### config.mk
export PLATFORM = sky130hd
export DESIGN_NAME = block_buffer_cache_manager_top
export DESIGN_NICKNAME = d
export VERILOG_FILES = /design/src/hdl/bbcm_pkg.sv /design/src/hdl/bbcm_ctrl.sv /design/src/hdl/bbcm_datapath.sv /design/src/hdl/block_buffer_cache_manager_top.sv
export SDC_FILE = /design/constraint.sdc
export NUM_CORES = 2
export LEC_CHECK = 0
export BUFFER_PORTS_ARGS = -buffer_cell sky130_fd_sc_hd__buf_2
export CORE_MARGIN = 4
export CORE_UTILIZATION = 40
export CTS_CLUSTER_SIZE = 40
export DETAILED_ROUTE_END_ITERATION = 7
export PLACE_DENSITY = 0.58
export SLEW_MARGIN = 20
export SYNTH_ARGS = -nofsm -noshare
export SYNTH_HDL_FRONTEND = slang
export SYNTH_SLANG_ARGS = --single-unit
### constraint.sdc
create_clock -name clk -period 20.3 [get_ports clk]
set_input_delay 5.075 -clock clk [delete_from_list [all_inputs] [get_ports clk]]
set_output_delay 5.075 -clock clk [all_outputs]
set_load 0.01 [all_outputs]
### src/hdl/bbcm_pkg.sv
// ----------------------------------------------------------------------------
// bbcm_pkg: shared types and constants of the buffer cache manager
// Request and response payloads, operation and status codes, flag bits,
// the controller to datapath command and status, and a flag helper.
// ----------------------------------------------------------------------------
package bbcm_pkg;

    localparam int NUM_BUFFERS_DEF  = 16;
    localparam int DEVICE_WIDTH_DEF = 16;
    localparam int BLOCK_WIDTH_DEF  = 32;

    localparam int FLAG_WIDTH = 7;

    localparam int FL_BUSY   = 0;
    localparam int FL_WANTED = 1;
    localparam int FL_DONE   = 2;
    localparam int FL_DELWRI = 3;
    localparam int FL_ASYNC  = 4;
    localparam int FL_AGE    = 5;
    localparam int FL_ERROR  = 6;

    typedef enum logic [2:0] {
        FUNC_GET       = 3'd0,
        FUNC_RELEASE   = 3'd1,
        FUNC_DW_RELEASE = 3'd2,
        FUNC_IO_DONE   = 3'd3,
        FUNC_WRITE     = 3'd4,
        FUNC_FLUSH     = 3'd5
    } func_t;

    typedef enum logic [2:0] {
        ST_HIT   = 3'd0,
        ST_MISS  = 3'd1,
        ST_BUSY  = 3'd2,
        ST_EMPTY = 3'd3,
        ST_WB    = 3'd4,
        ST_DONE  = 3'd5,
        ST_NONE  = 3'd6
    } status_t;

    typedef struct packed {
        logic [2:0]  func;
        logic [15:0] device;
        logic [31:0] block_number;
        logic [3:0]  buffer_index;
        logic        flush_all_devices;
        logic        io_error;
        logic        write_async;
    } req_t;

    typedef struct packed {
        logic [2:0]  status;
        logic [3:0]  result_index;
        logic [15:0] evicted_device;
        logic [31:0] evicted_block;
        logic        data_valid;
        logic        wake_buffer_waiters;
        logic        wake_pool_waiters;
    } rsp_t;

    typedef enum logic [2:0] {
        CMD_NOP,
        CMD_LATCH,
        CMD_SEARCH,
        CMD_EXEC,
        CMD_WALK
    } cmd_op_t;

    typedef struct packed {
        cmd_op_t op;
    } dp_cmd_t;

    typedef struct packed {
        logic is_flush;
        logic walk_done;
    } dp_status_t;

    function automatic logic [FLAG_WIDTH-1:0] start_write_flags(
        input logic [FLAG_WIDTH-1:0] old,
        input logic                  async
    );
        logic [FLAG_WIDTH-1:0] f;
        f = old;
        f[FL_DONE]   = 1'b0;
        f[FL_ERROR]  = 1'b0;
        f[FL_DELWRI] = 1'b0;
        f[FL_AGE]    = async & old[FL_DELWRI];
        f[FL_ASYNC]  = async;
        return f;
    endfunction

endpackage

### src/hdl/bbcm_ctrl.sv
// ----------------------------------------------------------------------------
// bbcm_ctrl: request sequencer of the buffer cache manager
// Steps each request through latch, tag search, execution or free list
// walk, and response hold, issuing one command to the datapath per cycle.
// ----------------------------------------------------------------------------
module bbcm_ctrl
    import bbcm_pkg::*;
(
    input  logic       clk,
    input  logic       rst_n,
    input  logic       req_valid,
    output logic       req_ready,
    output logic       rsp_valid,
    input  logic       rsp_ready,
    output dp_cmd_t    cmd,
    input  dp_status_t dp_status
);

    typedef enum logic [2:0] {
        S_IDLE,
        S_SEARCH,
        S_EXEC,
        S_WALK,
        S_RESP
    } state_t;

    state_t state_reg, state_next;

    always_comb
    begin
        state_next = state_reg;
        cmd.op     = CMD_NOP;
        case (state_reg)
            S_IDLE:
            begin
                if (req_valid)
                begin
                    cmd.op     = CMD_LATCH;
                    state_next = S_SEARCH;
                end
            end
            S_SEARCH:
            begin
                cmd.op     = CMD_SEARCH;
                state_next = dp_status.is_flush ? S_WALK : S_EXEC;
            end
            S_EXEC:
            begin
                cmd.op     = CMD_EXEC;
                state_next = S_RESP;
            end
            S_WALK:
            begin
                cmd.op = CMD_WALK;
                if (dp_status.walk_done)
                begin
                    state_next = S_RESP;
                end
            end
            S_RESP:
            begin
                if (rsp_ready)
                begin
                    state_next = S_IDLE;
                end
            end
            default:
            begin
                state_next = S_IDLE;
            end
        endcase
    end

    always_ff @(posedge clk or negedge rst_n)
    begin
        if (!rst_n)
        begin
            state_reg <= S_IDLE;
        end
        else
        begin
            state_reg <= state_next;
        end
    end

    assign req_ready = (state_reg == S_IDLE);
    assign rsp_valid = (state_reg == S_RESP);

    a_no_overlap: assert property (@(posedge clk) disable iff (!rst_n)
        !(req_ready && rsp_valid))
        else $error("Request and response sides are open at once.");

    a_accept_to_search: assert property (@(posedge clk) disable iff (!rst_n)
        (req_valid && req_ready) |=> (state_reg == S_SEARCH))
        else $error("An accepted request did not enter the tag search.");

    a_resp_after_work: assert property (@(posedge clk) disable iff (!rst_n)
        $rose(rsp_valid) |-> ($past(state_reg) == S_EXEC || $past(state_reg) == S_WALK))
        else $error("A response appeared without an execution step.");

endmodule

### src/hdl/bbcm_datapath.sv
// ----------------------------------------------------------------------------
// bbcm_datapath: tags, flags and LRU free list of the buffer pool
// Holds the request, searches all tags, walks the free list one node per
// cycle for flushes, and applies one buffer update and list relink per op.
// ----------------------------------------------------------------------------
module bbcm_datapath
    import bbcm_pkg::*;
#(
    parameter int NUM_BUFFERS  = NUM_BUFFERS_DEF,
    parameter int DEVICE_WIDTH = DEVICE_WIDTH_DEF,
    parameter int BLOCK_WIDTH  = BLOCK_WIDTH_DEF
)
(
    input  logic       clk,
    input  logic       rst_n,
    input  req_t       req,
    input  dp_cmd_t    cmd,
    output dp_status_t dp_status,
    output rsp_t       rsp
);

    localparam int IW = (NUM_BUFFERS > 1) ? $clog2(NUM_BUFFERS) : 1;
    localparam int CW = $clog2(NUM_BUFFERS + 1);

    typedef logic [IW-1:0]         idx_t;
    typedef logic [FLAG_WIDTH-1:0] flags_t;

    req_t                    req_reg;
    logic                    hit_found_reg;
    idx_t                    hit_idx_reg;
    idx_t                    walk_cur_reg, walk_cur_next;
    logic [CW-1:0]           walk_k_reg, walk_k_next;
    rsp_t                    rsp_reg, rsp_next;

    logic [NUM_BUFFERS-1:0]  tv_reg, tv_next;
    logic [DEVICE_WIDTH-1:0] tdev_reg [NUM_BUFFERS];
    logic [DEVICE_WIDTH-1:0] tdev_next [NUM_BUFFERS];
    logic [BLOCK_WIDTH-1:0]  tblk_reg [NUM_BUFFERS];
    logic [BLOCK_WIDTH-1:0]  tblk_next [NUM_BUFFERS];
    flags_t                  flg_reg [NUM_BUFFERS];
    flags_t                  flg_next [NUM_BUFFERS];
    idx_t                    nxt_reg [NUM_BUFFERS];
    idx_t                    nxt_next [NUM_BUFFERS];
    idx_t                    prv_reg [NUM_BUFFERS];
    idx_t                    prv_next [NUM_BUFFERS];
    logic [NUM_BUFFERS-1:0]  onf_reg, onf_next;
    idx_t                    head_reg, head_next;
    idx_t                    tail_reg, tail_next;
    logic [CW-1:0]           cnt_reg, cnt_next;
    logic                    poolw_reg, poolw_next;

    logic [DEVICE_WIDTH-1:0] dev_q;
    logic [BLOCK_WIDTH-1:0]  blk_q;
    logic                    search_found;
    idx_t                    search_idx;
    logic                    walk_end;
    logic                    walk_match;

    assign dev_q = DEVICE_WIDTH'(req_reg.device);
    assign blk_q = BLOCK_WIDTH'(req_reg.block_number);

    always_comb
    begin
        search_found = 1'b0;
        search_idx   = '0;
        for (int n = NUM_BUFFERS - 1; n >= 0; n--)
        begin
            if (tv_reg[n] && tdev_reg[n] == dev_q && tblk_reg[n] == blk_q)
            begin
                search_found = 1'b1;
                search_idx   = IW'(n);
            end
        end
    end

    assign walk_end   = (walk_k_reg >= cnt_reg);
    assign walk_match = !walk_end && flg_reg[walk_cur_reg][FL_DELWRI] &&
                        (req_reg.flush_all_devices ||
                         (tv_reg[walk_cur_reg] && tdev_reg[walk_cur_reg] == dev_q));

    assign dp_status.is_flush  = (req_reg.func == FUNC_FLUSH);
    assign dp_status.walk_done = walk_end || walk_match;

    always_comb
    begin
        idx_t   i;
        idx_t   p;
        idx_t   n;
        logic   act;
        logic   unl;
        logic   ins;
        logic   at_head;
        logic   fl_we;
        flags_t fl_new;
        flags_t f;
        logic   tv_we;
        logic   tv_val;
        logic   tag_we;
        logic   evict;
        logic   idx_ok;

        tv_next       = tv_reg;
        tdev_next     = tdev_reg;
        tblk_next     = tblk_reg;
        flg_next      = flg_reg;
        nxt_next      = nxt_reg;
        prv_next      = prv_reg;
        onf_next      = onf_reg;
        head_next     = head_reg;
        tail_next     = tail_reg;
        cnt_next      = cnt_reg;
        poolw_next    = poolw_reg;
        walk_cur_next = walk_cur_reg;
        walk_k_next   = walk_k_reg;
        rsp_next      = rsp_reg;

        i       = IW'(req_reg.buffer_index);
        p       = '0;
        n       = '0;
        act     = 1'b0;
        unl     = 1'b0;
        ins     = 1'b0;
        at_head = 1'b0;
        fl_we   = 1'b0;
        fl_new  = '0;
        f       = '0;
        tv_we   = 1'b0;
        tv_val  = 1'b0;
        tag_we  = 1'b0;
        evict   = 1'b0;
        idx_ok  = (9'(req_reg.buffer_index) < 9'(NUM_BUFFERS));

        if (cmd.op == CMD_SEARCH)
        begin
            walk_cur_next = head_reg;
            walk_k_next   = '0;
        end

        if (cmd.op == CMD_EXEC || cmd.op == CMD_WALK)
        begin
            act      = 1'b1;
            rsp_next = '0;
            rsp_next.status = ST_NONE;
        end

        if (cmd.op == CMD_WALK)
        begin
            if (walk_match)
            begin
                i      = walk_cur_reg;
                unl    = 1'b1;
                fl_we  = 1'b1;
                f      = flg_reg[i];
                f[FL_BUSY] = 1'b1;
                fl_new = start_write_flags(f, 1'b1);
                evict  = 1'b1;
                rsp_next.status       = ST_WB;
                rsp_next.result_index = 4'(i);
            end
            else if (!walk_end)
            begin
                walk_cur_next = nxt_reg[walk_cur_reg];
                walk_k_next   = walk_k_reg + 1'b1;
            end
        end
        else if (cmd.op == CMD_EXEC)
        begin
            if (req_reg.func == FUNC_GET)
            begin
                if (hit_found_reg)
                begin
                    i = hit_idx_reg;
                    rsp_next.result_index = 4'(i);
                    fl_we = 1'b1;
                    f     = flg_reg[i];
                    if (f[FL_BUSY])
                    begin
                        f[FL_WANTED] = 1'b1;
                        fl_new = f;
                        rsp_next.status = ST_BUSY;
                    end
                    else
                    begin
                        unl = 1'b1;
                        f[FL_BUSY] = 1'b1;
                        fl_new = f;
                        rsp_next.data_valid = f[FL_DONE];
                        rsp_next.status = ST_HIT;
                    end
                end
                else if (cnt_reg == '0)
                begin
                    poolw_next = 1'b1;
                    rsp_next.status = ST_EMPTY;
                end
                else
                begin
                    i     = head_reg;
                    unl   = 1'b1;
                    fl_we = 1'b1;
                    rsp_next.result_index = 4'(i);
                    f = flg_reg[i];
                    f[FL_BUSY] = 1'b1;
                    if (f[FL_DELWRI])
                    begin
                        fl_new = start_write_flags(f, 1'b1);
                        evict  = 1'b1;
                        rsp_next.status = ST_WB;
                    end
                    else
                    begin
                        fl_new = '0;
                        fl_new[FL_BUSY] = 1'b1;
                        tv_we  = 1'b1;
                        tv_val = 1'b1;
                        tag_we = 1'b1;
                        rsp_next.status = ST_MISS;
                    end
                end
            end
            else if (idx_ok && (req_reg.func == FUNC_RELEASE ||
                                req_reg.func == FUNC_DW_RELEASE ||
                                req_reg.func == FUNC_IO_DONE ||
                                req_reg.func == FUNC_WRITE))
            begin
                rsp_next.status       = ST_DONE;
                rsp_next.result_index = req_reg.buffer_index;
                fl_we = 1'b1;
                f     = flg_reg[i];
                if (req_reg.func == FUNC_WRITE)
                begin
                    unl = 1'b1;
                    f[FL_BUSY] = 1'b1;
                    fl_new = start_write_flags(f, req_reg.write_async);
                    evict  = 1'b1;
                end
                else
                begin
                    if (req_reg.func == FUNC_DW_RELEASE)
                    begin
                        f[FL_DELWRI] = 1'b1;
                        f[FL_DONE]   = 1'b1;
                    end
                    if (req_reg.func == FUNC_IO_DONE)
                    begin
                        f[FL_DONE] = 1'b1;
                        if (req_reg.io_error)
                        begin
                            f[FL_ERROR] = 1'b1;
                        end
                    end
                    if (req_reg.func == FUNC_IO_DONE && !f[FL_ASYNC])
                    begin
                        f[FL_WANTED] = 1'b0;
                        fl_new = f;
                        rsp_next.wake_buffer_waiters = 1'b1;
                    end
                    else
                    begin
                        rsp_next.wake_buffer_waiters = f[FL_WANTED];
                        if (poolw_reg)
                        begin
                            rsp_next.wake_pool_waiters = 1'b1;
                            poolw_next = 1'b0;
                        end
                        if (f[FL_ERROR])
                        begin
                            tv_we  = 1'b1;
                            tv_val = 1'b0;
                        end
                        unl     = 1'b1;
                        ins     = 1'b1;
                        at_head = f[FL_AGE];
                        fl_new  = f;
                        fl_new[FL_WANTED] = 1'b0;
                        fl_new[FL_BUSY]   = 1'b0;
                        fl_new[FL_ASYNC]  = 1'b0;
                        fl_new[FL_AGE]    = 1'b0;
                    end
                end
            end
        end

        if (act && evict)
        begin
            rsp_next.evicted_device = 16'(tdev_reg[i]);
            rsp_next.evicted_block  = 32'(tblk_reg[i]);
        end

        if (unl && onf_next[i])
        begin
            p = prv_next[i];
            n = nxt_next[i];
            if (head_next == i)
            begin
                head_next = n;
            end
            else
            begin
                nxt_next[p] = n;
            end
            if (tail_next == i)
            begin
                tail_next = p;
            end
            else
            begin
                prv_next[n] = p;
            end
            onf_next[i] = 1'b0;
            if (cnt_next != '0)
            begin
                cnt_next = cnt_next - 1'b1;
            end
        end

        if (ins)
        begin
            if (cnt_next == '0)
            begin
                head_next   = i;
                tail_next   = i;
                nxt_next[i] = i;
                prv_next[i] = i;
            end
            else if (at_head)
            begin
                nxt_next[i]         = head_next;
                prv_next[head_next] = i;
                head_next           = i;
            end
            else
            begin
                prv_next[i]         = tail_next;
                nxt_next[tail_next] = i;
                tail_next           = i;
            end
            onf_next[i] = 1'b1;
            cnt_next    = cnt_next + 1'b1;
        end

        if (fl_we)
        begin
            flg_next[i] = fl_new;
        end
        if (tv_we)
        begin
            tv_next[i] = tv_val;
        end
        if (tag_we)
        begin
            tdev_next[i] = dev_q;
            tblk_next[i] = blk_q;
        end
    end

    always_ff @(posedge clk)
    begin
        if (cmd.op == CMD_LATCH)
        begin
            req_reg <= req;
        end
        if (cmd.op == CMD_SEARCH)
        begin
            hit_found_reg <= search_found;
            hit_idx_reg   <= search_idx;
        end
        walk_cur_reg <= walk_cur_next;
        walk_k_reg   <= walk_k_next;
        rsp_reg      <= rsp_next;
    end

    always_ff @(posedge clk or negedge rst_n)
    begin
        if (!rst_n)
        begin
            tv_reg    <= '0;
            onf_reg   <= '1;
            head_reg  <= '0;
            tail_reg  <= IW'(NUM_BUFFERS - 1);
            cnt_reg   <= CW'(NUM_BUFFERS);
            poolw_reg <= 1'b0;
            for (int k = 0; k < NUM_BUFFERS; k++)
            begin
                tdev_reg[k] <= '0;
                tblk_reg[k] <= '0;
                flg_reg[k]  <= '0;
                nxt_reg[k]  <= IW'((k + 1) % NUM_BUFFERS);
                prv_reg[k]  <= IW'((k + NUM_BUFFERS - 1) % NUM_BUFFERS);
            end
        end
        else
        begin
            tv_reg    <= tv_next;
            onf_reg   <= onf_next;
            head_reg  <= head_next;
            tail_reg  <= tail_next;
            cnt_reg   <= cnt_next;
            poolw_reg <= poolw_next;
            tdev_reg  <= tdev_next;
            tblk_reg  <= tblk_next;
            flg_reg   <= flg_next;
            nxt_reg   <= nxt_next;
            prv_reg   <= prv_next;
        end
    end

    assign rsp = rsp_reg;

    a_count_bound: assert property (@(posedge clk) disable iff (!rst_n)
        cnt_reg <= CW'(NUM_BUFFERS))
        else $error("Free count exceeds the pool size.");

    a_count_matches: assert property (@(posedge clk) disable iff (!rst_n)
        $countones(onf_reg) == int'(cnt_reg))
        else $error("Free count disagrees with the free list membership.");

    a_head_on_list: assert property (@(posedge clk) disable iff (!rst_n)
        (cnt_reg != '0) |-> (onf_reg[head_reg] && onf_reg[tail_reg]))
        else $error("Free list head or tail is not on the free list.");

endmodule

### src/hdl/block_buffer_cache_manager_top.sv
// ----------------------------------------------------------------------------
// block_buffer_cache_manager_top: buffer cache tag and replacement manager
// Tag lookup, claim, write-back start and LRU free list relink per request.
// ----------------------------------------------------------------------------
// Sequencing: a non-flush request passes the search and execute steps before
// its response is valid; a flush walks the free list node by node instead.
// One request in flight: the sequencer passes the idle, search, execute or
// walk, and response steps before it accepts the next request.
// Reset: rst_n clears all tags and flags and chains every buffer on the
// free list in index order; req_ready is high as soon as reset is applied.
// ----------------------------------------------------------------------------
module block_buffer_cache_manager_top
    import bbcm_pkg::*;
#(
    parameter int NUM_BUFFERS  = NUM_BUFFERS_DEF,
    parameter int DEVICE_WIDTH = DEVICE_WIDTH_DEF,
    parameter int BLOCK_WIDTH  = BLOCK_WIDTH_DEF
)
(
    input  logic clk,
    input  logic rst_n,
    input  logic req_valid,
    output logic req_ready,
    input  req_t req,
    output logic rsp_valid,
    input  logic rsp_ready,
    output rsp_t rsp
);

    dp_cmd_t    cmd;
    dp_status_t dp_status;

    bbcm_ctrl u_ctrl (
        .clk       (clk),
        .rst_n     (rst_n),
        .req_valid (req_valid),
        .req_ready (req_ready),
        .rsp_valid (rsp_valid),
        .rsp_ready (rsp_ready),
        .cmd       (cmd),
        .dp_status (dp_status)
    );

    bbcm_datapath #(
        .NUM_BUFFERS  (NUM_BUFFERS),
        .DEVICE_WIDTH (DEVICE_WIDTH),
        .BLOCK_WIDTH  (BLOCK_WIDTH)
    ) u_datapath (
        .clk       (clk),
        .rst_n     (rst_n),
        .req       (req),
        .cmd       (cmd),
        .dp_status (dp_status),
        .rsp       (rsp)
    );

endmodule
==> run summary <==
Worst-Margin Slew -> 1440 ps
DR pass1 iterations -> 8
Detailed Place HPWL -> 264 mm
FFs w/ async S/R, synth -> 89.0%
number of global-route vias before repair -> 61900
sw frac -> 46.8%
first-pass GRT wire length -> 514 mm
slowest stage cell, crit path -> dfxtp_4
most frequent cells in the layout -> nand2_1, dfrtp_1, o21ai_0
worst hold-check path type -> flip-flop to flip-flop
Mean Syn Cell Area -> 9.30 um^2
via count -> 66400
final instance area -> 78800 um^2
core footprint -> 176000 um^2
Crit Path Class -> flip-flop to flip-flop
endpoints failing setup -> 0
antenna violations before repair -> 32
Syn Nets -> 7722
Synth Flop Type -> dfrtp_1
post-layout min period -> 10420 ps
Pleak -> 32.5 nW
P_int -> 0.00538 W
outcome -> complete, no violations
Worst-path clk slew -> 60 ps
clock share of power -> 26.4%
R2R depth -> 30
Synth Register Bits -> 1187
Post-synth EDFFs -> 111
Slew Limit Fails -> 0
CTS Sinks -> 1187
WL/cell -> 37.5 um
Cell Count, Final, Fillers Out -> 9924
root buf cell -> clkbuf_16
fraction of layout cells with a size suffix above 1 -> 16.2%
CP Capture Type -> flip-flop
cts repair resizes -> 0
synthesized instance count -> 7651
hold buffers post-CTS -> 0
largest net degree at the start of global routing -> 141
Area contributors post-synth -> dfrtp_1, nand2_1, xor2_1
area delta synth->final -> 10.8%
CP dominant cell by count -> buf_4
combinational power share -> 43.6%
R2R setup slack -> 9880 ps
Peak Freq -> 96.0 MHz
TritonCTS Buffers -> 144
Die ar. -> 185000 um^2
unrepaired setup endpoints after global routing -> no
Clock Skew -> 49.0 ps
H-tree Lvls -> 4
CP Data Required Time -> 20970 ps
leading area contributor after synthesis -> dfrtp_1
initial detailed-routing violation count -> 10000
slowest stage delay, CP -> 750 ps
Row Count -> 154
Psw -> 0.00474 W
Worst Path Max Fanout -> 98
Tcrit/Tclk final -> 51.3%
RR Endpoint -> u_datapath.prv_reg[39]
max reg flops -> 512
Netlist Area Pre-Place -> 71200 um^2
Nets -> 7515
Yosys Warn Count -> 0
Worst EP arrival -> 11090 ps
post-route ant nets -> 0
Final Hold Viols -> 0
initial core utilization -> 40.3%
via-per-instance ratio -> 6.69
global-route congestion overflow total -> 0
Port Buffers -> 121
Max IR drop VDD -> 0.0899 mV
Cell variety after synth -> 107
routed wire length -> 372 mm
filler cell count -> 17200
postcts setup bufs -> 0
Max Cap Viol -> 0
Placer Congestion -> 1.11
DRC viols -> 0
Reg power frac -> 30.1%
Hold EP -> u_datapath.rsp[1]
register area share after synthesis -> 42.5%
hold path depth -> 2
Worst setup SP type -> flip-flop
Hold Crit Start -> u_datapath.rsp[1]
clk buf depth -> 3
Die Y -> 430 um
placed cell area -> 74000 um^2
Worst-Skew Late Latency -> 850 ps
placed insts -> 9636
setup_tns -> 0 ps
worst r2r src -> u_datapath.walk_cur_reg[0]
Total GRT Usage -> 39.2%
# IOs -> 122
width of the chip -> 430 um
P per Cell Area -> 128 nW/um^2
CTS tree -> done
relative slew slack -> 3.23%
commonest non-fill, non-tap cell in the layout -> nand2_1
post-synth top area share -> 34.2%
## power by group through the flow
stage                     registers [W]  clock network (W)  logic [W]
after floorplan                 0.00290                  0    0.00242
after global placement          0.00306                  0    0.00417
after detailed placement        0.00306                  0    0.00417
after CTS                       0.00302            0.00269    0.00419
after global routing            0.00305            0.00279    0.00445
final                           0.00304            0.00267    0.00441
## per-layer routing
layer  vias to the layer above  part of all wire [%]  global-route usage [%]
met2                      5049                    41                    56.3
met5                         -                 0.019                       0
met3                      1228                    12                    12.8
li1                      27000                     -                       -
met4                        10                   9.4                    28.7
met1                     33100                    37                    49.4
## stage by stage
step                power, W  hold WS, ps  utilization [%]  setup WS (ps)
finish                0.0101          450             44.7           9880
global route          0.0103          497             44.6           9710
CTS                  0.00990          454             44.6          10430
detailed placement   0.00723          440             41.9          10470
global placement     0.00722          437             41.9          10230
floorplan            0.00532          448                -          13310
## cell usage after synthesis (111+ instances only)
cell type / instances
nand2_1: 1588
mux2_2: 332
nor2_1: 168
mux2i_1: 215
dfrtp_1: 972
nor4_1: 140
mux4_2: 144
o21ai_0: 725
xor2_1: 449
nand3_1: 371
a311oi_1: 153
xnor2_1: 259
a21oi_1: 126
edfxtp_1: 111
clkbuf_1: 562
## layout make-up
class | count | area (um^2) | share of cell area [%]
clock inverters | 59 | 722 | 0.916
multi-input cells | 5663 | 38000 | 48.2
clock buffers | 203 | 3990 | 5.06
repair buffers | 356 | 2470 | 3.13
flip-flops and latches | 1187 | 30300 | 38.4
diodes | 24 | 60.1 | 0.0762
well taps | 2340 | 2930 | 3.71
inverters | 92 | 347 | 0.440
## how the worst max path moves through the flow
| stage | from | end |
|---|---|---|
| 2_1_floorplan | u_ctrl.state_reg[2] | u_datapath.prv_reg[60] |
| 3_3_place_gp | u_datapath.walk_cur_reg[0] | u_datapath.prv_reg[59] |
| 3_5_place_dp | u_datapath.walk_cur_reg[0] | u_datapath.prv_reg[39] |
| 4_1_cts | u_datapath.walk_cur_reg[0] | u_datapath.prv_reg[39] |
| 5_1_grt | u_datapath.walk_cur_reg[0] | u_datapath.prv_reg[39] |
| 6_report | u_datapath.walk_cur_reg[0] | u_datapath.prv_reg[39] |
## critical path: cells and delay by family (launching register included)
kind / cells / cell delay, ps
AO/OA/AOI/OAI: 10 / 2470
adder cells (fa/ha/maj): 1 / 250
buffers and inverters: 7 / 3160
flip-flops: 1 / 750
multiplexers: 2 / 320
AND/OR/NAND/NOR: 10 / 2890
## logic make-up after synthesis
kind of cell | after synthesis | share of synthesized area (%)
adders and majority gates | 9 | 0.158
DFF | 1187 | 42.5
and+or+nand+nor | 2681 | 16.9
muxes | 692 | 12.9
xor gates and xnor gates | 708 | 8.71
AOI/OAI and AO/OA | 1573 | 14.3
buffers and inverters | 801 | 4.58
Note: power is estimated with default switching activity, not from simulation.
